$ cat src/hdl/timestamp_stream_desync_finder_unit_assert.svh
// ----------------------------------------------------------------------------
// timestamp stream desync finder assertion macros
// concurrent checks that vanish when SYNTHESIS is defined
// ----------------------------------------------------------------------------
`ifndef TIMESTAMP_STREAM_DESYNC_FINDER_UNIT_ASSERT_SVH
`define TIMESTAMP_STREAM_DESYNC_FINDER_UNIT_ASSERT_SVH

`ifndef SYNTHESIS
// same-cycle implication
`define TSDF_ASSERT_IMPLY(label, clk, rst_n, ante, cons) \
  label: assert property (@(posedge clk) disable iff (!rst_n) (ante) |-> (cons)) \
    else $error("tsdf check failed: same-cycle implication");
// next-cycle implication
`define TSDF_ASSERT_NEXT(label, clk, rst_n, ante, cons) \
  label: assert property (@(posedge clk) disable iff (!rst_n) (ante) |=> (cons)) \
    else $error("tsdf check failed: next-cycle implication");
`else
`define TSDF_ASSERT_IMPLY(label, clk, rst_n, ante, cons)
`define TSDF_ASSERT_NEXT(label, clk, rst_n, ante, cons)
`endif

`endif

$ cat src/hdl/tsdf_pkg.sv
// ----------------------------------------------------------------------------
// tsdf_pkg
// shared types and constants of the timestamp stream desync finder
// ----------------------------------------------------------------------------
`timescale 1ns / 1ps

package tsdf_pkg;

  localparam int TS_W      = 64;
  localparam int CFG_W     = 32;
  localparam int CFG_AW    = 4;
  localparam int REL_W     = 16;
  localparam int STAT_W    = 3;
  localparam int CNT_OUT_W = 5;
  localparam int IDX_OUT_W = 4;
  localparam int PROD_W    = 96;
  localparam int DIV_CNT_W = 7;
  localparam int REL_STEPS = 15;

  typedef logic [1:0]        op_t;
  typedef logic [STAT_W-1:0] status_t;
  typedef logic [1:0]        reg_idx_t;

  localparam op_t OP_PUSH  = 2'd0;
  localparam op_t OP_CLEAR = 2'd1;
  localparam op_t OP_FIND  = 2'd2;

  localparam status_t STAT_DONE      = 3'd0;
  localparam status_t STAT_IN_SYNC   = 3'd1;
  localparam status_t STAT_OFFSET    = 3'd2;
  localparam status_t STAT_NONE      = 3'd3;
  localparam status_t STAT_NOT_FULL  = 3'd4;
  localparam status_t STAT_TOO_SMALL = 3'd5;

  localparam reg_idx_t REG_WINDOW = 2'd0;
  localparam reg_idx_t REG_RATIO  = 2'd1;
  localparam reg_idx_t REG_THRESH = 2'd2;

  localparam logic [CFG_W-1:0] WINDOW_RST = 32'd1;
  localparam logic [CFG_W-1:0] RATIO_RST  = 32'd65536;
  localparam logic [CFG_W-1:0] THRESH_RST = 32'd6554;
  localparam logic [CFG_W-1:0] REF_MULT   = 32'd65536;
  localparam logic [REL_W-1:0] REL_EQUAL  = 16'd32768;

  typedef struct packed {
    logic             start;
    logic [TS_W-1:0]  num;
    logic [CFG_W-1:0] mult;
    logic [CFG_W-1:0] den;
  } sdiv_req_t;

endpackage

$ cat src/hdl/tsdf_scale_div.sv
// ----------------------------------------------------------------------------
// tsdf_scale_div
// floor(num * mult / den) saturated to the frame width, radix-2 iterative
// ----------------------------------------------------------------------------
`timescale 1ns / 1ps

module tsdf_scale_div #(
  parameter int FRAME_WIDTH = 48
) (
  input  logic                   clk,
  input  logic                   rst_n,
  input  tsdf_pkg::sdiv_req_t    req,
  output logic                   done,
  output logic [FRAME_WIDTH-1:0] quot
);
  import tsdf_pkg::*;

  localparam logic [1:0] PH_IDLE = 2'd0;
  localparam logic [1:0] PH_MUL0 = 2'd1;
  localparam logic [1:0] PH_MUL1 = 2'd2;
  localparam logic [1:0] PH_DIV  = 2'd3;

  logic [1:0]           ph_r, ph_nxt;
  logic                 add_r, add_nxt;
  logic                 done_r, done_nxt;
  logic [DIV_CNT_W-1:0] cnt_r, cnt_nxt;
  logic [TS_W-1:0]      num_r, num_nxt;
  logic [CFG_W-1:0]     mult_r, mult_nxt;
  logic [CFG_W-1:0]     den_r, den_nxt;
  logic [63:0]          p0_r, p0_nxt;
  logic [63:0]          p1_r, p1_nxt;
  logic [PROD_W-1:0]    dvd_r, dvd_nxt;
  logic [CFG_W-1:0]     rem_r, rem_nxt;

  logic [31:0] mul_a;
  logic [63:0] mul_p;
  logic [CFG_W:0] trial;

  // one shared 32x32 multiplier, low half first
  assign mul_a = (ph_r == PH_MUL0) ? num_r[31:0] : num_r[63:32];
  assign mul_p = mul_a * mult_r;
  assign trial = {rem_r, dvd_r[PROD_W-1]};

  always_comb begin
    ph_nxt   = ph_r;
    add_nxt  = 1'b0;
    done_nxt = 1'b0;
    cnt_nxt  = cnt_r;
    num_nxt  = num_r;
    mult_nxt = mult_r;
    den_nxt  = den_r;
    p0_nxt   = p0_r;
    p1_nxt   = p1_r;
    dvd_nxt  = dvd_r;
    rem_nxt  = rem_r;
    case (ph_r)
      PH_IDLE: begin
        if (req.start) begin
          num_nxt  = req.num;
          mult_nxt = req.mult;
          den_nxt  = req.den;
          ph_nxt   = PH_MUL0;
        end
      end
      PH_MUL0: begin
        p0_nxt = mul_p;
        ph_nxt = PH_MUL1;
      end
      PH_MUL1: begin
        p1_nxt  = mul_p;
        add_nxt = 1'b1;
        ph_nxt  = PH_DIV;
      end
      PH_DIV: begin
        if (add_r) begin
          dvd_nxt = {p1_r, 32'd0} + {32'd0, p0_r};
          rem_nxt = '0;
          cnt_nxt = DIV_CNT_W'(PROD_W - 1);
        end else begin
          // restoring step, quotient bits shift in behind the dividend
          if (trial >= {1'b0, den_r}) begin
            rem_nxt = CFG_W'(trial - {1'b0, den_r});
            dvd_nxt = {dvd_r[PROD_W-2:0], 1'b1};
          end else begin
            rem_nxt = trial[CFG_W-1:0];
            dvd_nxt = {dvd_r[PROD_W-2:0], 1'b0};
          end
          if (cnt_r == '0) begin
            done_nxt = 1'b1;
            ph_nxt   = PH_IDLE;
          end else begin
            cnt_nxt = cnt_r - 1'b1;
          end
        end
      end
      default: ph_nxt = PH_IDLE;
    endcase
  end

  always_ff @(posedge clk) begin
    if (!rst_n) begin
      ph_r   <= PH_IDLE;
      add_r  <= 1'b0;
      done_r <= 1'b0;
    end else begin
      ph_r   <= ph_nxt;
      add_r  <= add_nxt;
      done_r <= done_nxt;
    end
    cnt_r  <= cnt_nxt;
    num_r  <= num_nxt;
    mult_r <= mult_nxt;
    den_r  <= den_nxt;
    p0_r   <= p0_nxt;
    p1_r   <= p1_nxt;
    dvd_r  <= dvd_nxt;
    rem_r  <= rem_nxt;
  end

  assign done = done_r;
  assign quot = (|dvd_r[PROD_W-1:FRAME_WIDTH]) ? '1 : dvd_r[FRAME_WIDTH-1:0];

endmodule

$ cat config.mk
export PLATFORM = sky130hd
export DESIGN_NAME = tsdf_scale_div
export DESIGN_NICKNAME = d
export VERILOG_FILES = /design/src/hdl/timestamp_stream_desync_finder_unit_assert.svh /design/src/hdl/tsdf_pkg.sv /design/src/hdl/tsdf_scale_div.sv
export SDC_FILE = /design/constraint.sdc
export NUM_CORES = 2
export LEC_CHECK = 0
export BUFFER_PORTS_ARGS = -buffer_cell sky130_fd_sc_hd__buf_2
export CAP_MARGIN = 20
export CORE_MARGIN = 2
export CORE_UTILIZATION = 53
export DETAILED_ROUTE_END_ITERATION = 8
export PLACE_DENSITY = 0.81
export SYNTH_ARGS = -nofsm -noshare
export SYNTH_HDL_FRONTEND = slang
export SYNTH_SLANG_ARGS = --single-unit
$ cat constraint.sdc
create_clock -name clk -period 13.9 [get_ports clk]
set_input_delay 2.085 -clock clk [delete_from_list [all_inputs] [get_ports clk]]
set_output_delay 2.085 -clock clk [all_outputs]
set_load 0.03 [all_outputs]
* Word-level counts from Yosys, hierarchy flattened
Index checks and enable logic that the tools add are counted.
** Operators by class
- Magnitude comparators :: 1
- Shift operators :: 0
- Add/subtract/negate cells :: 3
- Equality and inequality tests :: 7
- Bitwise gates (word level) :: 2
- Multipliers :: 1
- Reduce and logical (&&, ||, !) cells :: 7
- Div/mod/pow operators :: 0
- Muxes and demuxes :: 12
** Operators with widths (count)
- 96-bit by 64-bit adder with 96-bit output :: 1
- 96-bit 2-to-1 mux :: 1
- 32-bit by 32-bit multiplier with 64-bit output :: 1
- 32-bit 2-to-1 mux :: 2
- 48-bit 2-to-1 mux :: 1
- 48-bit OR reduction :: 1
- 33-bit by 32-bit >= comparator with 1-bit output :: 1
- 32-bit subtractor :: 1
- 2-bit inequality test, second input constant :: 4
- 2-bit one-hot mux with 4 select lines :: 1
- 7-bit zero test :: 1
- 7-bit 2-to-1 mux :: 1
- 7-bit by 1-bit subtractor with 7-bit output, second input constant :: 1
- 2-bit 2-to-1 mux :: 3
- 2-bit equality test, second input constant :: 2
- 2-bit AND reduction :: 2
- 1-bit 2-to-1 mux :: 3
- 3-bit AND reduction :: 1
- 3-bit OR reduction :: 1
- 2-bit by 1-bit equality test with 1-bit output, second input constant :: 1
- 2-bit zero test :: 1
- 1-bit inverter :: 2
** Word-level totals
- Bits in read-only memories :: 0
- Memories :: 0
- Memory bits (writable) :: 0
- Latch bits :: 0
- Bits in registers :: 395
- Output and inout port bits :: 49

* Depth between registers and ports, before layout
- Depth in word-level cells :: 4
- Gate-level depth with buffers :: 34
- Depth with buffers taken out :: 30

* Worst setup path before layout
No wires, ideal clock.
- Path type :: flip-flop to flip-flop
- Start point :: register ph_r[1]
- End point :: register p0_r[63] (data pin)
- Cell stages (with the launch flop) :: 31
- Setup slack :: 3938 ps
- Arrival time :: 9703 ps
- Setup time :: 259 ps
- Clock period less this slack :: 9962 ps
- Buffers on the path :: 4
- Cells stage by stage :: dfxtp_1 -> inv_1 -> ha_1 -> clkbuf_1 -> buf_1 -> mux2_2 -> clkbuf_1 -> and2_1 -> fa_1 -> fa_1 -> inv_1 -> fa_1 -> fa_1 -> fa_1 -> inv_1 -> fa_1 -> fa_1 -> inv_1 -> fa_1 -> inv_1 -> ha_1 -> buf_2 -> nand2_1 -> nor3_2 -> inv_1 -> nor3_2 -> a21oi_1 -> o41ai_4 -> a211oi_2 -> or4_1 -> o211a_1
** On the way
- Word-level cells in the longest chain between the ends :: 3
** RTL lines
- start: declaration :: RTL line tsdf_scale_div.sv:23 : logic [1:0] ph_r, ph_nxt;
- start signal: assignment :: RTL line tsdf_scale_div.sv:106 : ph_r <= ph_nxt;
- 2-bit by 1-bit equality test with 1-bit output :: RTL line tsdf_scale_div.sv:40 : assign mul_a = (ph_r == PH_MUL0) ? num_r[31:0] : num_r[63:32];
- 32-bit 2-to-1 mux :: RTL line tsdf_scale_div.sv:40
- 32-bit by 32-bit multiplier with 64-bit output :: RTL line tsdf_scale_div.sv:41 : assign mul_p = mul_a * mult_r;
- via mul_p[63] :: RTL line tsdf_scale_div.sv:36 : logic [63:0] mul_p;
- end signal: assignment :: RTL line tsdf_scale_div.sv:114 : p0_r <= p0_nxt;
- end: declaration :: RTL line tsdf_scale_div.sv:30 : logic [63:0] p0_r, p0_nxt;
The timed path passes the listed nets, and every way through them passes these cells.
A chain may end at the register's enable or synchronous reset.

* Worst setup path after layout
- Start point :: register ph_r[1]
- End point :: register p1_r[53] (data pin)
** On the way
- Word-level cells in the longest chain between the ends :: 3
** RTL lines
- 2-bit by 1-bit equality test with 1-bit output :: RTL line tsdf_scale_div.sv:40
- 32-bit 2-to-1 mux :: RTL line tsdf_scale_div.sv:40
- 32-bit by 32-bit multiplier with 64-bit output :: RTL line tsdf_scale_div.sv:41
- via mul_p[53] :: RTL line tsdf_scale_div.sv:36
- end signal: assignment :: RTL line tsdf_scale_div.sv:115 : p1_r <= p1_nxt;
- end: declaration :: RTL line tsdf_scale_div.sv:31 : logic [63:0] p1_r, p1_nxt;
The timed path passes the listed nets, and every way through them passes these cells.

==> results.yml <==
synth:
  avgSynthCellArea_um2: 10.12
  synthArstFlopShare_pct: 0
  synth_ff_type: "edfxtp_1"
  syn_nets: 6528
  synth_edf_count: 391
  ys_warn_count: 0
  synthTopCellsByArea: "fa_1 34%, edfxtp_1 22%, ha_1 8.0%, and2_1 6.9%, inv_1 6.8%"
  synth_top_area_share_pct: 34.39
  yosysTopAreaCell: "fa_1"
  synth_area_um2: 52280
  ys_seq_area_share_pct: 22.61
  syn-instance-count: 5165
  synth_seq_cells: 395
  yosysUniqueCellTypes: 88
die:
  fp.dieW_um: 318.1
  io_pins: 180
  initial_core_util_pct: 53.28
  chipHeight_um: 318.1
  rows: 115
  die_area_um2: 101200
  core_um2: 98130
drt:
  wl_per_cell_um: 21.34
  wirelength_um: 138400
  antenna_left: 0
  first_pass_iters: 6
  via_per_inst: 5.763
  post-route-drc-count: 0
  vias: 37370
  drt_iter0_drc: 3536
layout:
  final_area_um2: 55910
  num_antenna_cells: 0
  seq_area_um2: 11830
  layout.nets: 6523
  syn2layout_area_growth_pct: 6.950
  multi_input_comb_area_um2: 35850
  fill_cells: 8192
  drive_gt1_share_pct: 8.274
hold_path:
  min_path_type: "register to register"
  hold_path.startpoint: "p0_r[10]$_DFFE_PP_"
run_status:
  status: "complete, no violations"
timing:
  finalCritPeriodShare_pct: 70.22
  layout_setup_ws_ns: 4.139
  fmax_mhz: 102.4
  rsz0062_at_grt: "false"
  tns_ns: 0
  skew_ns: 0.04875
  hold_viol_final: 0
  setup_viol: 0
  relSlewSlack_pct: 27.53
  tightest_slew_ns: 1.087
  drv_slew: 0
  min_period_ns: 9.761
clock_network:
  cts_resized: 0
  htree_levels: 2
  worstSkewPairLatency_ns: 0.66
  ctsHoldBuffers: 0
  tritoncts: "done"
  clkSinkCount: 395
  cts_root_buf: "clkbuf_16"
  cts_buffer_depth: 3
  numCtsBuffers: 46
  cts_setup_buffers: 0
  path_clk_slew_ns: 0.06
critical_path:
  crit_end: "p1_r[53]$_DFFE_PP_"
  end_kind: "register"
  crit_arrival_ns: 10.12
  rrSetupSlack_ns: 4.14
  crit_start: "ph_r[1]$_SDFFE_PN0P_"
  crit_path_max_incr_delay_ns: 1.00
  timing.rr.start: "ph_r[1]$_SDFFE_PN0P_"
  r2r_cells: 25
  critPathMaxFanout: 49
  cp.required_ns: 14.26
  path_class: "register to register"
  cp-start-kind: "register"
  reg2reg_to: "p1_r[53]$_DFFE_PP_"
  path_common_cell: "fa_1"
  cp_slowest_cell: "mux2_2"
global_route:
  antenna_found_initial: 1
  grt_max_degree: 103
  grt_overflow: 0
  grt_pass1_vias: 39800
  grt_usage_pct: 27.71
  grt_pass1_wl_um: 219500
job:
  cap_violations: 0
place:
  dp_hpwl_um: 105000
  placed_cell_area_um2: 54160
  io_buffers: 179
  place.gp.congestion: 0.9362
  dpl_worst_slack_ns: 4.239
==> per-layer routing <==
metal | up-vias | routed length (µm) | part of all wire, % | track usage, %
li1 | 16210 | - | - | -
met1 | 18820 | 53870 | 39 | 36.70
met2 | 1985 | 65730 | 47 | 45.61
met3 | 362 | 14050 | 10 | 5.851
met4 | 0 | 4732 | 3.4 | 9.321
met5 | - | 0 | 0 | 0
==> through the flow <==
step | util (%) | std cells | hold slack, ns
after floorplan | - | 5165 | 0.4962
after global placement | 55.06 | 6392 | 0.5253
after detailed placement | 55.19 | 6397 | 0.5318
after CTS | 56.93 | 6482 | 0.5535
after global routing | 56.98 | 6484 | 0.5677
final | 56.98 | 6484 | 0.5493
==> placed cells by master (no fill, tap or decap), types with 25 or more instances in the layout <==
| cell | netlist | routed |
|---|---|---|
| mux2_2 | 90 | 90 |
| edfxtp_1 | 391 | 391 |
| and3_1 | 25 | 25 |
| nand4_1 | 39 | 39 |
| buf_2 | 26 | 179 |
| inv_1 | 950 | 950 |
| nand2b_1 | 55 | 55 |
| a21oi_1 | 152 | 152 |
| nor2_1 | 124 | 124 |
| xor2_1 | 49 | 49 |
| clkbuf_16 | 0 | 46 |
| xnor2_1 | 75 | 75 |
| and2_1 | 579 | 578 |
| nand2_1 | 579 | 579 |
| buf_4 | 1 | 38 |
| nand3_1 | 37 | 37 |
| o21ai_0 | 96 | 96 |
| nor3_1 | 32 | 31 |
| a31oi_1 | 34 | 34 |
| a21o_1 | 67 | 67 |
| fa_1 | 898 | 898 |
| ha_1 | 334 | 331 |
==> Yosys cell counts (all sizes together) (4+ instances only) <==
master   count
nand3       37
nor4        16
a311oi       6
a31oi       35
or3         15
o21bai      22
buf         37
a21boi       4
nor2       126
o211ai      14
a211oi      21
xor2        49
inv        950
or2          8
a211o        4
clkbuf     240
a31o         5
nor3        34
a2111oi      4
and3        25
a21o        67
nand2      579
o21ai      104
mux2i       22
nand4       39
edfxtp     391
nand3b       4
o31a         4
nand2b      55
dfxtp        4
mux2        90
nor2b       15
o31ai       13
o21a        18
xnor2       75
o22ai        9
a21oi      153
and2       580
or4         11
and4         6
ha         334
fa         898
==> flip-flops by register name, summed over array words and instances (netlist names) <==
name	cells
add_r	1
rem_r	32
dvd_r	96
p1_r	64
mult_r	32
num_r	64
p0_r	64
ph_r	2
den_r	32
done	1
cnt_r	7
==> how the worst min path moves through the flow <==
stage                                     end  depth (start not counted)
after CTS                 dvd_r[10]$_DFFE_PN_                          1
after global routing      dvd_r[17]$_DFFE_PN_                          1
final                     dvd_r[10]$_DFFE_PN_                          1
after global placement     dvd_r[6]$_DFFE_PN_                          1
after detailed placement  dvd_r[10]$_DFFE_PN_                          1
after floorplan            dvd_r[0]$_DFFE_PN_                          2
==> critical path, delay by kind of cell, from the launching register on <==
kind | cells | cell delay, ns
buffers and inverters | 4 | 0.31
adders and majority gates | 10 | 5.32
muxes | 1 | 1.00
AOI/OAI and AO/OA | 4 | 1.15
DFF | 1 | 0.37
and+or+nand+nor | 5 | 1.14
xor gates and xnor gates | 1 | 0.11
==> cell families (layout without fill, tap and decap cells) <==
| family | after synthesis | in the layout | share of synthesized area [%] |
|---|---|---|---|
| simple gates | 1560 | 1560 | 15.27 |
| fa+ha+maj | 1232 | 1232 | 42.38 |
| buf+inv | 1227 | 1259 | 8.884 |
| compound gates | 515 | 515 | 6.421 |
| flops | 395 | 395 | 22.61 |
| xor+xnor | 124 | 124 | 2.077 |
| mux | 112 | 112 | 2.360 |
==> layout make-up <==
| class | count | area share (%) |
|---|---|---|
| clock buffers | 50 | 2.103 |
| inverters | 950 | 6.377 |
| multi-input cells | 3543 | 64.12 |
| clock inverters | 35 | 0.9533 |
| flip-flops and latches | 395 | 21.15 |
| repair buffers | 224 | 2.421 |
| well taps | 1287 | 2.880 |
Power is not shown: default switching activity piles up to over one toggle a cycle in this logic, so the estimate is an artifact.
