==> src/hdl/timestamp_stream_desync_finder_unit_assert.svh <==
// ----------------------------------------------------------------------------
// timestamp stream desync finder assertion macros
// concurrent checks that vanish when SYNTHESIS is defined
// ----------------------------------------------------------------------------
`ifndef TIMESTAMP_STREAM_DESYNC_FINDER_UNIT_ASSERT_SVH
`define TIMESTAMP_STREAM_DESYNC_FINDER_UNIT_ASSERT_SVH

`ifndef SYNTHESIS
// same-cycle implication
`define TSDF_ASSERT_IMPLY(label, clk, rst_n, ante, cons) \
  label: assert property (@(posedge clk) disable iff (!rst_n) (ante) |-> (cons)) \
    else $error("tsdf check failed: same-cycle implication");
// next-cycle implication
`define TSDF_ASSERT_NEXT(label, clk, rst_n, ante, cons) \
  label: assert property (@(posedge clk) disable iff (!rst_n) (ante) |=> (cons)) \
    else $error("tsdf check failed: next-cycle implication");
`else
`define TSDF_ASSERT_IMPLY(label, clk, rst_n, ante, cons)
`define TSDF_ASSERT_NEXT(label, clk, rst_n, ante, cons)
`endif

`endif

==> src/hdl/tsdf_pkg.sv <==
// ----------------------------------------------------------------------------
// tsdf_pkg
// shared types and constants of the timestamp stream desync finder
// ----------------------------------------------------------------------------
`timescale 1ns / 1ps

package tsdf_pkg;

  localparam int TS_W      = 64;
  localparam int CFG_W     = 32;
  localparam int CFG_AW    = 4;
  localparam int REL_W     = 16;
  localparam int STAT_W    = 3;
  localparam int CNT_OUT_W = 5;
  localparam int IDX_OUT_W = 4;
  localparam int PROD_W    = 96;
  localparam int DIV_CNT_W = 7;
  localparam int REL_STEPS = 15;

  typedef logic [1:0]        op_t;
  typedef logic [STAT_W-1:0] status_t;
  typedef logic [1:0]        reg_idx_t;

  localparam op_t OP_PUSH  = 2'd0;
  localparam op_t OP_CLEAR = 2'd1;
  localparam op_t OP_FIND  = 2'd2;

  localparam status_t STAT_DONE      = 3'd0;
  localparam status_t STAT_IN_SYNC   = 3'd1;
  localparam status_t STAT_OFFSET    = 3'd2;
  localparam status_t STAT_NONE      = 3'd3;
  localparam status_t STAT_NOT_FULL  = 3'd4;
  localparam status_t STAT_TOO_SMALL = 3'd5;

  localparam reg_idx_t REG_WINDOW = 2'd0;
  localparam reg_idx_t REG_RATIO  = 2'd1;
  localparam reg_idx_t REG_THRESH = 2'd2;

  localparam logic [CFG_W-1:0] WINDOW_RST = 32'd1;
  localparam logic [CFG_W-1:0] RATIO_RST  = 32'd65536;
  localparam logic [CFG_W-1:0] THRESH_RST = 32'd6554;
  localparam logic [CFG_W-1:0] REF_MULT   = 32'd65536;
  localparam logic [REL_W-1:0] REL_EQUAL  = 16'd32768;

  typedef struct packed {
    logic             start;
    logic [TS_W-1:0]  num;
    logic [CFG_W-1:0] mult;
    logic [CFG_W-1:0] den;
  } sdiv_req_t;

endpackage

==> src/hdl/tsdf_rel_div.sv <==
// ----------------------------------------------------------------------------
// tsdf_rel_div
// relative difference floor(|a-b| * 2^15 / (a+b)), one bit per cycle
// ----------------------------------------------------------------------------
`timescale 1ns / 1ps

module tsdf_rel_div #(
  parameter int FRAME_WIDTH = 48
) (
  input  logic                         clk,
  input  logic                         rst_n,
  input  logic                         start,
  input  logic [FRAME_WIDTH-1:0]       a,
  input  logic [FRAME_WIDTH-1:0]       b,
  output logic                         done,
  output logic [tsdf_pkg::REL_W-1:0]   quot
);
  import tsdf_pkg::*;

  localparam int SUM_W = FRAME_WIDTH + 1;

  logic             busy_r, busy_nxt;
  logic             done_r, done_nxt;
  logic [3:0]       cnt_r, cnt_nxt;
  logic [SUM_W-1:0] s_r, s_nxt;
  logic [SUM_W-1:0] r_r, r_nxt;
  logic [REL_W-1:0] q_r, q_nxt;

  logic                   halve;
  logic [FRAME_WIDTH-1:0] aa, bb, d;
  logic [SUM_W-1:0]       s;
  logic [SUM_W:0]         r2;

  // very wide frame values are halved before the sum
  assign halve = (FRAME_WIDTH == 64) && (a[FRAME_WIDTH-1] || b[FRAME_WIDTH-1]);
  assign aa    = halve ? (a >> 1) : a;
  assign bb    = halve ? (b >> 1) : b;
  assign s     = {1'b0, aa} + {1'b0, bb};
  assign d     = (aa > bb) ? (aa - bb) : (bb - aa);
  assign r2    = {r_r, 1'b0};

  always_comb begin
    busy_nxt = busy_r;
    done_nxt = 1'b0;
    cnt_nxt  = cnt_r;
    s_nxt    = s_r;
    r_nxt    = r_r;
    q_nxt    = q_r;
    if (start) begin
      q_nxt = '0;
      if (s == '0) begin
        done_nxt = 1'b1;
      end else if ({1'b0, d} == s) begin
        q_nxt    = REL_EQUAL;
        done_nxt = 1'b1;
      end else begin
        s_nxt    = s;
        r_nxt    = {1'b0, d};
        cnt_nxt  = 4'(REL_STEPS);
        busy_nxt = 1'b1;
      end
    end else if (busy_r) begin
      if (r2 >= {1'b0, s_r}) begin
        r_nxt = SUM_W'(r2 - {1'b0, s_r});
        q_nxt = {q_r[REL_W-2:0], 1'b1};
      end else begin
        r_nxt = r2[SUM_W-1:0];
        q_nxt = {q_r[REL_W-2:0], 1'b0};
      end
      cnt_nxt = cnt_r - 1'b1;
      if (cnt_r == 4'd1) begin
        busy_nxt = 1'b0;
        done_nxt = 1'b1;
      end
    end
  end

  always_ff @(posedge clk) begin
    if (!rst_n) begin
      busy_r <= 1'b0;
      done_r <= 1'b0;
    end else begin
      busy_r <= busy_nxt;
      done_r <= done_nxt;
    end
    cnt_r <= cnt_nxt;
    s_r   <= s_nxt;
    r_r   <= r_nxt;
    q_r   <= q_nxt;
  end

  assign done = done_r;
  assign quot = q_r;

endmodule

==> config.mk <==
export PLATFORM = sky130hd
export DESIGN_NAME = tsdf_rel_div
export DESIGN_NICKNAME = d
export VERILOG_FILES = /design/src/hdl/timestamp_stream_desync_finder_unit_assert.svh /design/src/hdl/tsdf_pkg.sv /design/src/hdl/tsdf_rel_div.sv
export SDC_FILE = /design/constraint.sdc
export NUM_CORES = 1
export LEC_CHECK = 0
export ABC_AREA = 0
export BUFFER_PORTS_ARGS = -buffer_cell sky130_fd_sc_hd__clkbuf_2
export CAP_MARGIN = 10
export CORE_MARGIN = 8
export CORE_UTILIZATION = 45
export DETAILED_ROUTE_END_ITERATION = 10
export SKIP_LAST_GASP = 1
export SYNTH_ARGS = -nofsm -noshare
export SYNTH_HDL_FRONTEND = slang
export SYNTH_SLANG_ARGS = --single-unit
==> constraint.sdc <==
create_clock -name clk -period 18.4 [get_ports clk]
set_input_delay 0.92 -clock clk [delete_from_list [all_inputs] [get_ports clk]]
set_output_delay 0.92 -clock clk [all_outputs]
set_load 0.02 [all_outputs]
=== Word-level counts from Yosys, hierarchy flattened ===
Index checks and enable logic that the tools add are counted.

* Flip-flop bits (word level): 120
* Input bits: 99

* Add/subtract/negate cells: 5
* Order comparisons: 2
* Equality and inequality tests: 4
* Multiplexer cells: 25
* Bitwise logic cells: 2
* Reduce and logical (&&, ||, !) cells: 5

{| class="wikitable"
|+ Operators with widths
! kind !! count
|-
| 49-bit 2-to-1 mux || 5
|-
| 48-bit subtractor || 2
|-
| 16-bit 2-to-1 mux || 4
|-
| 50-bit by 49-bit greater-or-equal comparator with 1-bit output || 1
|-
| 48-bit by 48-bit adder with 49-bit output || 1
|-
| 48-bit by 49-bit equality test with 1-bit output || 1
|-
| 49-bit logical NOT || 1
|-
| 49-bit subtractor || 1
|-
| 48-bit > comparator || 1
|-
| 48-bit 2-to-1 mux || 1
|-
| 4-bit 2-to-1 mux || 4
|-
| 1-bit 2-to-1 mux || 11
|-
| 3-bit AND reduction || 2
|-
| 4-bit by 1-bit equality test with 1-bit output, second input constant || 1
|-
| 2-bit != test, second input constant || 2
|-
| 4-bit by 1-bit subtractor with 4-bit output, second input constant || 1
|-
| 1-bit NOT || 2
|-
| 2-bit AND reduction || 1
|-
| 2-bit nonzero test || 1
|}

=== Depth between registers and ports, before layout ===
Gate-level depths: netlist of run 1.

* Depth after elaboration: 6
* Mapped depth: 21
* Depth with buffers taken out: 17

=== Worst setup path before layout of run 1 ===
Ideal clock, no wire load.

* Path kind: input-to-reg
* Start: in a[0]
* End: reg cnt_r[0] (enable)
* Arrival time: 6.867 ns
* Path slack: 11.051 ns
* Stages on the path: 16
* Path buffers: 0
* Cell sequence: inv_1 ha_1 inv_1 fa_1 a21o_1 a221oi_2 o22a_1 nand3_1 a221o_1 a221oi_1 nor2_1 o31ai_1 xor2_1 and4b_1 and4_1 o22ai_1

* Cells in the longest elaborated chain, start to end: 5
* Elaborated cells on any way between the ends: 10

{| class="wikitable"
|+ Ends and longest elaborated chain
! what !! RTL line !! RTL
|-
| from (decl) || tsdf_rel_div.sv:13 || <nowiki>input logic [FRAME_WIDTH-1:0] a,</nowiki>
|-
| 48-bit subtractor / 48-bit > comparator (equally long branches) || tsdf_rel_div.sv:39 || <nowiki>assign d = (aa > bb) ? (aa - bb) : (bb - aa);</nowiki>
|-
| 48-bit 2-to-1 mux || tsdf_rel_div.sv:39 ||
|-
| 48-bit by 49-bit equality test with 1-bit output || tsdf_rel_div.sv:53 || <nowiki>end else if ({1'b0, d} == s) begin</nowiki>
|-
| 2-bit != test (no line) || -- ||
|-
| 3-bit AND reduction (no line) (*) || -- ||
|-
| to (signal assigned) || tsdf_rel_div.sv:86 || <nowiki>cnt_r <= cnt_nxt;</nowiki>
|-
| to (decl) || tsdf_rel_div.sv:24 || <nowiki>logic [3:0] cnt_r, cnt_nxt;</nowiki>
|}

Mark *: on every way between the ends. The rest lies on a longest branch, timed or not.
A chain may end at the register's enable or synchronous reset.

=== Final worst setup path of run 1 ===
* Start: in a[14]
* End: reg r_r[18] (enable)

* Cells in the longest elaborated chain, start to end: 5
* Elaborated cells on any way between the ends: 10

{| class="wikitable"
|+ Ends and longest elaborated chain
! what !! RTL line !! RTL
|-
| 48-bit subtractor / 48-bit > comparator (equally long branches) || tsdf_rel_div.sv:39 ||
|-
| 48-bit 2-to-1 mux || tsdf_rel_div.sv:39 ||
|-
| 48-bit by 49-bit equality test with 1-bit output || tsdf_rel_div.sv:53 ||
|-
| 2-bit != test (no line) || -- ||
|-
| 3-bit AND reduction (no line) (*) || -- ||
|-
| to (signal assigned) || tsdf_rel_div.sv:88 || <nowiki>r_r <= r_nxt;</nowiki>
|-
| to (decl) || tsdf_rel_div.sv:26 || <nowiki>logic [SUM_W-1:0] r_r, r_nxt;</nowiki>
|}

Marked as above.

==> qor.txt, run 1 <==
GLOBAL ROUTING
--------------------------------------------------------------------------------
Antenna violations before repair                                               1
Vias in the first global route                                             16.8k
Wire length of the first global-routing pass                             98.8 mm
Maximum number of pins on one net before global-route repair                  61
Global-route total usage across every layer                                27.6%
Total gr overflow                                                              0

WORST SETUP PATH
--------------------------------------------------------------------------------
Data arrival at the endpoint of the critical path                        7.23 ns
Cell with the largest stage delay on the worst path                       nor4_1
Critical setup path kind                                               in -> reg
Reg-to-Reg Start                                                          s_r[2]
Element type at the critical path end                                       flop
Cell repeated most along the worst path                                   nor4_1
R2r worst-path depth                                                          16
Slack of the worst reg-to-reg path                                      13.28 ns
Sort of element at the start of the critical path                     input port
Critical R2R Capture                                                     r_r[15]
Critical-path cell list                                             clkbuf_2 -> inv_1 -> ha_1 -> nand4_1 -> nor4_1 -> a221o_1 -> a311oi_2 -> a21oi_2 -> and2_2 -> buf_4 -> o21ai_0 -> xnor2_1 -> nor4_1 -> nand4_1 -> nor4_1 -> and4_1 -> o22ai_4 -> buf_4
Peak per-stage delay on the critical path                                0.85 ns
Data required, critical path                                            18.47 ns
Largest driver fanout on the critical path                                    53

DETAILED ROUTING
--------------------------------------------------------------------------------
Vias per inst                                                               6.28
Final ANT Viol Nets                                                            0
Via total after detailed routing                                           17.8k
Total iterations of the first detailed-routing run                             6
DRC violation count after routing                                              0
Post-Route WL                                                            64.7 mm
Average routed wire per standard cell                                    22.8 µm
Starting DRC count in detailed routing                                      2146

LOGIC SYNTHESIS
--------------------------------------------------------------------------------
Synthesized Nets                                                            2577
Sequential cell area fraction in the yosys report                          20.4%
Largest cells by area after synthesis                               edfxtp_1, ha_1, a21oi_1, xnor2_1, inv_1
Number of enable-type register cells in the synthesized netlist              118
Cell types with the highest counts after synthesis                  a21oi_1, inv_1, ha_1
Gate count of the mapped netlist                                            2275
Most frequent cell after synthesis                                       a21oi_1
Post-Syn Area                                                          17500 µm²
Avg Inst Size Synth                                                     7.71 µm²
Area share of the largest cell type after synthesis                        20.2%
Unique masters post-synth                                                     88
Flip-flop and latch count after synthesis                                    120
Most frequently used flop master after synthesis                        edfxtp_1
Cell taking the most area after synthesis                               edfxtp_1
Yosys Warn Count                                                               0
Share of synthesized flip-flops with an asynchronous set or reset             0%

FINISH
--------------------------------------------------------------------------------
Antenna cell count                                                             0
Area grow syn2layout                                                       8.93%
Share of layout cells above drive strength 1                               8.70%
Final-stage net count                                                       2610

STA
--------------------------------------------------------------------------------
F_max                                                                    140 MHz
Number of endpoints failing setup at the final stage                           0
Worst-case clock skew                                                  0.0158 ns
Measured slew at the worst slew-check pin                                1.01 ns
Unrepaired setup endpoints after global routing                               no
Final critical delay including setup and external delays                 7.16 ns
Headroom to the max-slew limit                                             31.8%
Number of hold-slack violations in the final timing report                     0
Final period utilization                                                   38.9%
Hold_ws                                                                 0.524 ns
Final setup TNS                                                             0 ns
Max-slew violations                                                            0

PWR
--------------------------------------------------------------------------------
Power density relative to cell area                                   110 nW/µm²
IR Drop Worst-Case VDD                                                   76.6 µV
Leakage power of the design                                              8.20 nW

FLOW RUN
--------------------------------------------------------------------------------
Max-cap violations                                                             0

PLACEMENT
--------------------------------------------------------------------------------
Port Buf Inserts                                                             115
Final estimated routing congestion in global placement                      1.03
Final HPWL DP                                                            52.5 mm

MIN PATH
--------------------------------------------------------------------------------
Class of the worst hold path                                          reg -> reg
Min-Delay Endpoint                                                        busy_r
Hold path cells                                                                2
Worst Hold Launch                                                         busy_r

FLOORPLAN
--------------------------------------------------------------------------------
Core area                                                              38600 µm²
Std cell rows                                                                 72
Die boundary width                                                        213 µm
Die area                                                               45600 µm²
Effective utilization at floorplan                                         45.5%
I/O pin total                                                                116
Die outline height                                                        213 µm

CTS
--------------------------------------------------------------------------------
Post-CTS Setup Inserts                                                         0
TritonCTS clock tree                                                       built
Number of resized instances in the post-cts repair step                        0
Total CTS buffers                                                             17
Clock slew at reported path FFs                                          0.05 ns
Count of H-tree levels built during CTS                                        4
Cell at the root of the clock tree                                     clkbuf_16
Number of buffers inserted by hold repair at cts                               0
Clock tree buffer depth                                                        2
CTS sink cnt                                                                 120
Clk Latency, worst-skew pair                                             0.42 ns

OUTCOME
--------------------------------------------------------------------------------
Outcome                                                             complete, no violations

## stage by stage
stage          util, %  cell area (µm²)  worst slack (ns)  power (mW)  cells
2_1_floorplan        -            17500             11.05        1.35   2275
3_3_place_gp      47.8            18400             11.19        1.67   2807
3_5_place_dp      47.8            18400             11.13        1.67   2807
4_1_cts           49.6            19100             11.56        2.09   2839
5_1_grt           49.6            19100             11.03        2.24   2839
6_report          49.6            19100             11.24        2.11   2839
## registers in the layout, indices dropped and copies added (netlist names)
name and flops:
r_r 49, done 1, s_r 49, busy_r 1
quot 16, cnt_r 4
## worst max-delay path, delay by kind of cell
family / cells / cell delay (ns)
buf+inv: 4 / 0.96
compound gates: 5 / 1.12
xor+xnor: 1 / 0.22
fa+ha+maj: 1 / 0.73
simple gates: 7 / 3.23
## cell type report
class                      instances  area, µm²
fill                            3914      19400
multi-input combinational       1815      12700
sequential                       120       3580
inverter                         225        845
timing repair buffer             129        683
tap                              518        648
clock buffer                      18        429
clock inverter                    14        269
## metal layers
layer  routed length (µm)  vias to the layer above  global-route usage, %
met5                   13                        -                      0
met4                 1760                        2                   7.87
met3                 4290                       96                   2.25
met2                28200                      788                   42.4
met1                30400                     8604                   40.7
li1                     -                     8343                      -
## cells by family after synthesis
group | share of synthesized area, %
XOR/XNOR | 8.83
AND/OR/NAND/NOR | 18.4
multiplexers | 2.34
buffers and inverters | 7.64
flip-flops | 20.4
AO/OA/AOI/OAI | 27.7
adder cells (fa/ha/maj) | 14.6
## cells in the final DEF, fill, tap and decap left out, types with 26 or more instances in the layout
master	n
nor4_1	39
nand3_1	48
o21ai_0	123
inv_1	222
o31ai_1	26
nor2b_1	35
a211oi_1	45
xnor2_1	130
a21oi_1	268
nand4_1	53
o21bai_1	40
mux2i_1	34
nor2_1	164
xor2_1	47
ha_1	199
edfxtp_1	118
nand2_1	140
clkbuf_2	114
nor3_1	54
a21o_1	66
## worst max path at each step
stage,start,end
2_1_floorplan,a[0],cnt_r[0]
3_5_place_dp,a[14],r_r[1]
6_report,a[14],r_r[18]
4_1_cts,a[14],r_r[18]
3_3_place_gp,a[15],r_r[1]
5_1_grt,a[14],r_r[18]
## where the power goes
group | internal [mW] | leakage (nW) | switching [mW] | total, mW
combinational | 0.472 | 6.68 | 0.803 | 1.28
clock | 0.269 | 0.332 | 0.130 | 0.399
sequential | 0.398 | 1.19 | 0.0362 | 0.434
Power figures use the tool's default switching activity.
==> inputs of run 2 (changes only) <==
Clock period 18.4 ns to 7.4 ns, I/O delays scaled along.
==> qor.txt, run 2 (synthesis gave the netlist of run 1 again) <==
DETAILED ROUTING
----------------------------------------------------------------------------
Average routed wire per standard cell                                22.9 µm   was 22.8 µm
Starting DRC count in detailed routing                                  1756   was 2146
Vias per inst                                                           6.28   about the same
Met3 wirelength from detailed routing                                4.90 mm   was 4.29 mm
Detailed-routing wirelength on met1                                  30.7 mm   was 30.4 mm
DRC violation count after routing                                          0   unchanged
Routed length on met2                                                27.9 mm   was 28.2 mm
Final ANT Viol Nets                                                        0   unchanged
Post-Route WL                                                        65.4 mm   was 64.7 mm
Via total after detailed routing                                       17.9k   was 17.8k
Total iterations of the first detailed-routing run                         6   unchanged
Top layer reached by signal wires                                       met4   was met5

PWR
----------------------------------------------------------------------------
Register share of total power                                          20.7%   was 20.6%
Power density relative to cell area                               271 nW/µm²   was 110 nW/µm²
IR Drop Worst-Case VDD                                                192 µV   was 76.6 µV
Clock group share of total power                                       17.3%   was 18.9%
Relative contribution of combinational cells to total power            62.1%   was 60.5%
Switching power                                                      2.42 mW   was 969 µW
Switching portion of total power                                       46.6%   was 45.9%
Internal Power                                                       2.78 mW   was 1.14 mW
Leakage power of the design                                          8.24 nW   was 8.20 nW

STA
----------------------------------------------------------------------------
Final critical delay including setup and external delays             6.22 ns
Hold_ws                                                             0.275 ns   was 0.524 ns
Max-slew violations                                                        0   unchanged
Final period utilization                                               84.1%
Worst-case clock skew                                              0.0119 ns   was 0.0158 ns
Unrepaired setup endpoints after global routing                           no   unchanged
Measured slew at the worst slew-check pin                            1.11 ns   was 1.01 ns
F_max                                                                161 MHz
Headroom to the max-slew limit                                         25.4%   was 31.8%
Number of hold-slack violations in the final timing report                 0   unchanged
Number of endpoints failing setup at the final stage                       0   unchanged
Final setup TNS                                                         0 ns   unchanged

CTS
----------------------------------------------------------------------------
TritonCTS clock tree                                                   built   unchanged
Clock tree buffer depth                                                    2   unchanged
Clock slew at reported path FFs                                      0.05 ns   about the same
Post-CTS Setup Inserts                                                     0   unchanged
CTS sink cnt                                                             120   unchanged
Number of resized instances in the post-cts repair step                    0   unchanged
Cell at the root of the clock tree                                 clkbuf_16   unchanged
Number of buffers inserted by hold repair at cts                           0   unchanged
Clk Latency, worst-skew pair                                         0.42 ns   about the same
Total CTS buffers                                                         17   unchanged
Count of H-tree levels built during CTS                                    4   unchanged

WORST SETUP PATH
----------------------------------------------------------------------------
Critical setup path kind                                           in -> reg   unchanged
Element type at the critical path end                                   flop   unchanged
Data required, critical path                                         7.50 ns   was 18.47 ns
Critical-path cell list                                         clkbuf_2 -> inv_1 -> ha_1 -> nand4_1 -> nor4_1 -> a221o_1 -> a311oi_2 -> a21oi_2 -> and2_2 -> buf_4 -> mux2i_2 -> nand3_1 -> xnor2_1 -> o2111ai_1 -> nor3_1 -> and4_1 -> o22ai_4 -> buf_12   was clkbuf_2 -> inv_1 -> ha_1 -> nand4_1 -> nor4_1 -> a221o_1 -> a311oi_2 -> a21oi_2 -> and2_2 -> buf_4 -> o21ai_0 -> xnor2_1 -> nor4_1 -> nand4_1 -> nor4_1 -> and4_1 -> o22ai_4 -> buf_4
Largest driver fanout on the critical path                                34   was 53
Cell with the largest stage delay on the worst path                     ha_1   was nor4_1
Sort of element at the start of the critical path                 input port   unchanged
Peak per-stage delay on the critical path                            0.77 ns   was 0.85 ns
Data arrival at the endpoint of the critical path                    6.33 ns   was 7.23 ns

FINISH
----------------------------------------------------------------------------
Final-stage net count                                                   2625   was 2610
Share of layout cells above drive strength 1                           9.16%   was 8.70%
Most common library cell in the layout ignoring fill and taps        a21oi_1   unchanged
Filler instances                                                        3905   was 3914
Area grow syn2layout                                                   9.35%   was 8.93%
Antenna cell count                                                         0   unchanged
Most frequent cells in the layout                               a21oi_1, inv_1, ha_1   unchanged
Share of the core filled with cells in the final layout                49.8%   was 49.6%

MIN PATH
----------------------------------------------------------------------------
Class of the worst hold path                                       in -> reg   was reg -> reg

PLACEMENT
----------------------------------------------------------------------------
Port Buf Inserts                                                         115   unchanged
Final HPWL DP                                                        53.1 mm   was 52.5 mm
Final estimated routing congestion in global placement                 0.988   was 1.03

FLOORPLAN
----------------------------------------------------------------------------
Std cell rows                                                             72   unchanged
I/O pin total                                                            116   unchanged
Die outline height                                                    213 µm   unchanged
Die boundary width                                                    213 µm   unchanged
Die area                                                           45600 µm²   unchanged
Core area                                                          38600 µm²   unchanged
Effective utilization at floorplan                                     45.5%   unchanged

GLOBAL ROUTING
----------------------------------------------------------------------------
Global-route total usage across every layer                            27.9%   was 27.6%
Total gr overflow                                                          0   unchanged
Maximum number of pins on one net before global-route repair              66   was 61
Vias in the first global route                                         16.9k   was 16.8k
Wire length of the first global-routing pass                         99.9 mm   was 98.8 mm
Antenna violations before repair                                           0   was 1

OUTCOME
----------------------------------------------------------------------------
Outcome                                                         complete, no violations   unchanged

FLOW RUN
----------------------------------------------------------------------------
Max-cap violations                                                         0   unchanged

==> run 2: cell types whose count changed in the layout (fill, tap and decap cells not counted), sizes merged <==
cell      previous run  this run
buf                 15        30
inv                226       223
bufinv               7         5
clkinvlp             2         4
clkinv               4         7
==> run 2: layout make-up <==
class | instances | area [µm²] | share of cell area, %
tap | 518 | 648 | 3.38
multi-input combinational | 1815 | 12700 | 66.0
clock buffer | 18 | 429 | 2.24
timing repair buffer | 144 | 821 | 4.28
clock inverter | 14 | 205 | 1.07
sequential | 120 | 3580 | 18.7
inverter | 225 | 845 | 4.40
==> run 2: path summary, 6_finish.rpt <==
kind	from	endpoint	slack (ns)	cells past startpoint
worst min register to register	busy_r	busy_r	0.48	2
worst max-delay path	a[15]	r_r[16]	1.18	18
worst max register to register	r_r[1]	r_r[16]	2.50	15
worst min-delay path	rst_n	busy_r	0.27	3
==> run 2: power groups by stage <==
stage	sequential, mW	clock (mW)	combinational, mW
4_1_cts	1.07	0.908	3.15
3_3_place_gp	1.08	0	3.11
6_report	1.07	0.898	3.23
5_1_grt	1.09	0.936	3.52
2_1_floorplan	1.07	0	2.28
3_5_place_dp	1.09	0	3.12
==> run 2: critical path: cells and delay by family <==
| family | cells | cell delay, ns |
|---|---|---|
| compound gates | 5 | 1.54 |
| xor+xnor | 1 | 0.23 |
| fa+ha+maj | 1 | 0.77 |
| buf+inv | 4 | 0.92 |
| mux | 1 | 0.34 |
| simple gates | 6 | 2.11 |
==> run 2: per-stage QoR <==
step	cells	cell area (µm²)	total power, mW	setup slack, ns
3_3_place_gp	2822	18600	4.19	0.895
3_5_place_dp	2822	18600	4.21	0.893
4_1_cts	2854	19200	5.14	1.34
6_report	2854	19200	5.20	1.18
5_1_grt	2854	19200	5.55	0.844
2_1_floorplan	2275	17500	3.36	0.601
==> run 2: routing by layer <==
layer	global-route usage (%)	up-vias
met5	0	-
met4	9.05	0
met3	3.10	117
met2	41.5	841
met1	41.4	8572
li1	-	8381
==> inputs of run 3 (changes only) <==
Clock period 7.4 ns to 5.6 ns, I/O delays scaled along.
==> qor.txt, run 3 (synthesis gave the netlist of run 1 again) <==
PWR
----------------------------------------------------------------------------
Power density relative to cell area                               347 nW/µm²   was 271 nW/µm²
IR Drop Worst-Case VDD                                                259 µV   was 192 µV
Overall power of the completed layout                                6.87 mW   was 5.20 mW
Leakage power of the design                                          8.65 nW   was 8.24 nW

WORST SETUP PATH
----------------------------------------------------------------------------
Peak per-stage delay on the critical path                            0.50 ns   was 0.77 ns
Critical setup path kind                                           in -> reg   unchanged
Data required, critical path                                         5.70 ns   was 7.50 ns
Cell repeated most along the worst path                                buf_4
Cell with the largest stage delay on the worst path                   nor4_1   was ha_1
Slack of the worst reg-to-reg path                                   0.67 ns   was 2.50 ns
Data arrival at the endpoint of the critical path                    5.22 ns   was 6.33 ns
Largest driver fanout on the critical path                                40   was 34
Critical-path cell list                                         clkbuf_2 -> inv_1 -> ha_1 -> buf_4 -> nand4_1 -> nor4_1 -> buf_4 -> a221o_1 -> a311oi_2 -> a21oi_2 -> and2_2 -> buf_4 -> mux2_2 -> o22ai_1 -> xor2_1 -> nor4_1 -> and4_1 -> buf_4 -> nor2_4 -> buf_12   was clkbuf_2 -> inv_1 -> ha_1 -> nand4_1 -> nor4_1 -> a221o_1 -> a311oi_2 -> a21oi_2 -> and2_2 -> buf_4 -> mux2i_2 -> nand3_1 -> xnor2_1 -> o2111ai_1 -> nor3_1 -> and4_1 -> o22ai_4 -> buf_12
Critical R2R Capture                                                  r_r[9]   was r_r[16]
Element type at the critical path end                                   flop   unchanged
Reg-to-Reg Start                                                      r_r[1]   unchanged
R2r worst-path depth                                                      15   unchanged
Sort of element at the start of the critical path                 input port   unchanged

FLOORPLAN
----------------------------------------------------------------------------
Effective utilization at floorplan                                     45.5%   unchanged
Die area                                                           45600 µm²   unchanged
I/O pin total                                                            116   unchanged
Die outline height                                                    213 µm   unchanged
Die boundary width                                                    213 µm   unchanged
Std cell rows                                                             72   unchanged
Core area                                                          38600 µm²   unchanged

FINISH
----------------------------------------------------------------------------
Antenna cell count                                                         0   unchanged
Share of layout cells above drive strength 1                           12.2%   was 9.16%
Most frequent cells in the layout                               a21oi_1, inv_1, ha_1   unchanged
Share of the core filled with cells in the final layout                51.4%   was 49.8%
Area grow syn2layout                                                   12.9%   was 9.35%
Multi-input combinational cell area                                12700 µm²   unchanged
FF/Latch Area                                                       3580 µm²   unchanged
Filler instances                                                        3903   was 3905
Most common library cell in the layout ignoring fill and taps        a21oi_1   unchanged
Final-stage net count                                                   2710   was 2625

GLOBAL ROUTING
----------------------------------------------------------------------------
Met2 demand-to-capacity share in global routing                        42.1%   was 41.5%
Gr busiest metal                                                        met1   was met2
Maximum number of pins on one net before global-route repair              57   was 66
Global-route total usage across every layer                            28.7%   was 27.9%
Wire length of the first global-routing pass                          102 mm   was 99.9 mm
Met1 Usage GRT                                                         43.9%   was 41.4%
Antenna violations before repair                                           0   unchanged
Total gr overflow                                                          0   unchanged
Global-route met3 utilization                                          2.85%   was 3.10%
Vias in the first global route                                         17.2k   was 16.9k

OUTCOME
----------------------------------------------------------------------------
Outcome                                                         complete, no violations   unchanged

CTS
----------------------------------------------------------------------------
Clock tree buffer depth                                                    2   unchanged
Number of buffers inserted by hold repair at cts                           0   unchanged
Clk Latency, worst-skew pair                                         0.42 ns   about the same
Clock slew at reported path FFs                                      0.05 ns   about the same
Count of H-tree levels built during CTS                                    4   unchanged
TritonCTS clock tree                                                   built   unchanged
Total CTS buffers                                                         17   unchanged
Number of resized instances in the post-cts repair step                    0   unchanged
Cell at the root of the clock tree                                 clkbuf_16   unchanged
CTS sink cnt                                                             120   unchanged
Post-CTS Setup Inserts                                                     0   unchanged

STA
----------------------------------------------------------------------------
Worst-case clock skew                                             0.00727 ns   was 0.0119 ns
Max-slew violations                                                        0   unchanged
Final critical delay including setup and external delays             5.12 ns
Number of hold-slack violations in the final timing report                 0   unchanged
Final period utilization                                               91.4%
Number of endpoints failing setup at the final stage                       0   unchanged
Final setup TNS                                                         0 ns   unchanged
F_max                                                                195 MHz
Measured slew at the worst slew-check pin                            1.11 ns   about the same
Hold_ws                                                             0.156 ns   was 0.275 ns
Unrepaired setup endpoints after global routing                           no   unchanged
Headroom to the max-slew limit                                         26.3%   was 25.4%

MIN PATH
----------------------------------------------------------------------------
Min-Delay Endpoint                                                    busy_r   unchanged
Hold path cells                                                            3   unchanged
Class of the worst hold path                                       in -> reg   unchanged
Worst Hold Launch                                                      rst_n   unchanged

PLACEMENT
----------------------------------------------------------------------------
Final HPWL DP                                                        56.7 mm   was 53.1 mm
Final estimated routing congestion in global placement                 0.993   was 0.988
Port Buf Inserts                                                         115   unchanged

DETAILED ROUTING
----------------------------------------------------------------------------
Vias per inst                                                           6.16   was 6.28
Final ANT Viol Nets                                                        0   unchanged
Via total after detailed routing                                       18.1k   was 17.9k
Total iterations of the first detailed-routing run                         6   unchanged
Average routed wire per standard cell                                22.8 µm   was 22.9 µm
Starting DRC count in detailed routing                                  1947   was 1756
DRC violation count after routing                                          0   unchanged
Post-Route WL                                                        67.1 mm   was 65.4 mm

FLOW RUN
----------------------------------------------------------------------------
Max-cap violations                                                         0   unchanged

run 3: changes by cell type in the layout (fill, tap and decap cells not counted):
cell | before | now
buf_12 | 2 | 6
buf_4 | 28 | 109
bufinv_16 | 5 | 3
clkbuf_1 | 1 | 5
clkinv_1 | 5 | 4
clkinv_2 | 1 | 3
clkinv_4 | 1 | 0
clkinvlp_4 | 4 | 2
run 3: power by group:
group | internal (mW) | switching (mW)
combinational | 1.66 | 2.73
clock | 0.692 | 0.370
sequential | 1.31 | 0.112
run 3: worst max-delay path by stage:
stage	cells past startpoint	startpoint	slack, ns	endpoint
2_1_floorplan	16	a[0]	0.15	cnt_r[0]
3_3_place_gp	20	a[10]	0.14	s_r[0]
3_5_place_dp	18	a[9]	0.14	s_r[0]
4_1_cts	18	a[9]	0.55	s_r[1]
5_1_grt	15	r_r[1]	0.24	r_r[3]
6_report	20	a[10]	0.48	s_r[3]
run 3: layout make-up:
type / count / area share, %
clock inverter: 10 / 0.644
timing repair buffer: 229 / 7.62
sequential: 120 / 18.1
tap: 518 / 3.27
clock buffer: 22 / 2.24
inverter: 225 / 4.26
multi-input combinational: 1815 / 63.9
run 3: worst max-delay path: cells and delay by family:
| kind | cells | cell delay, ns |
|---|---|---|
| AOI/OAI and AO/OA | 4 | 0.98 |
| and+or+nand+nor | 6 | 1.53 |
| buffers and inverters | 7 | 1.25 |
| adders and majority gates | 1 | 0.41 |
| xor gates and xnor gates | 1 | 0.30 |
| muxes | 1 | 0.42 |
run 3: per-layer routing:
layer	share of wire [%]	wire [µm]
met1	49	32700
met5	0	0
met4	2.5	1680
met2	42	28000
met3	7.0	4660
run 3: per-stage QoR:
| stage | instance area, µm² | cells | setup WS (ns) |
|---|---|---|---|
| after floorplan | 17600 | 2275 | 0.153 |
| after global placement | 19200 | 2907 | 0.136 |
| after detailed placement | 19200 | 2907 | 0.140 |
| after CTS | 19800 | 2939 | 0.546 |
| after global routing | 19800 | 2939 | 0.244 |
| final | 19800 | 2939 | 0.484 |
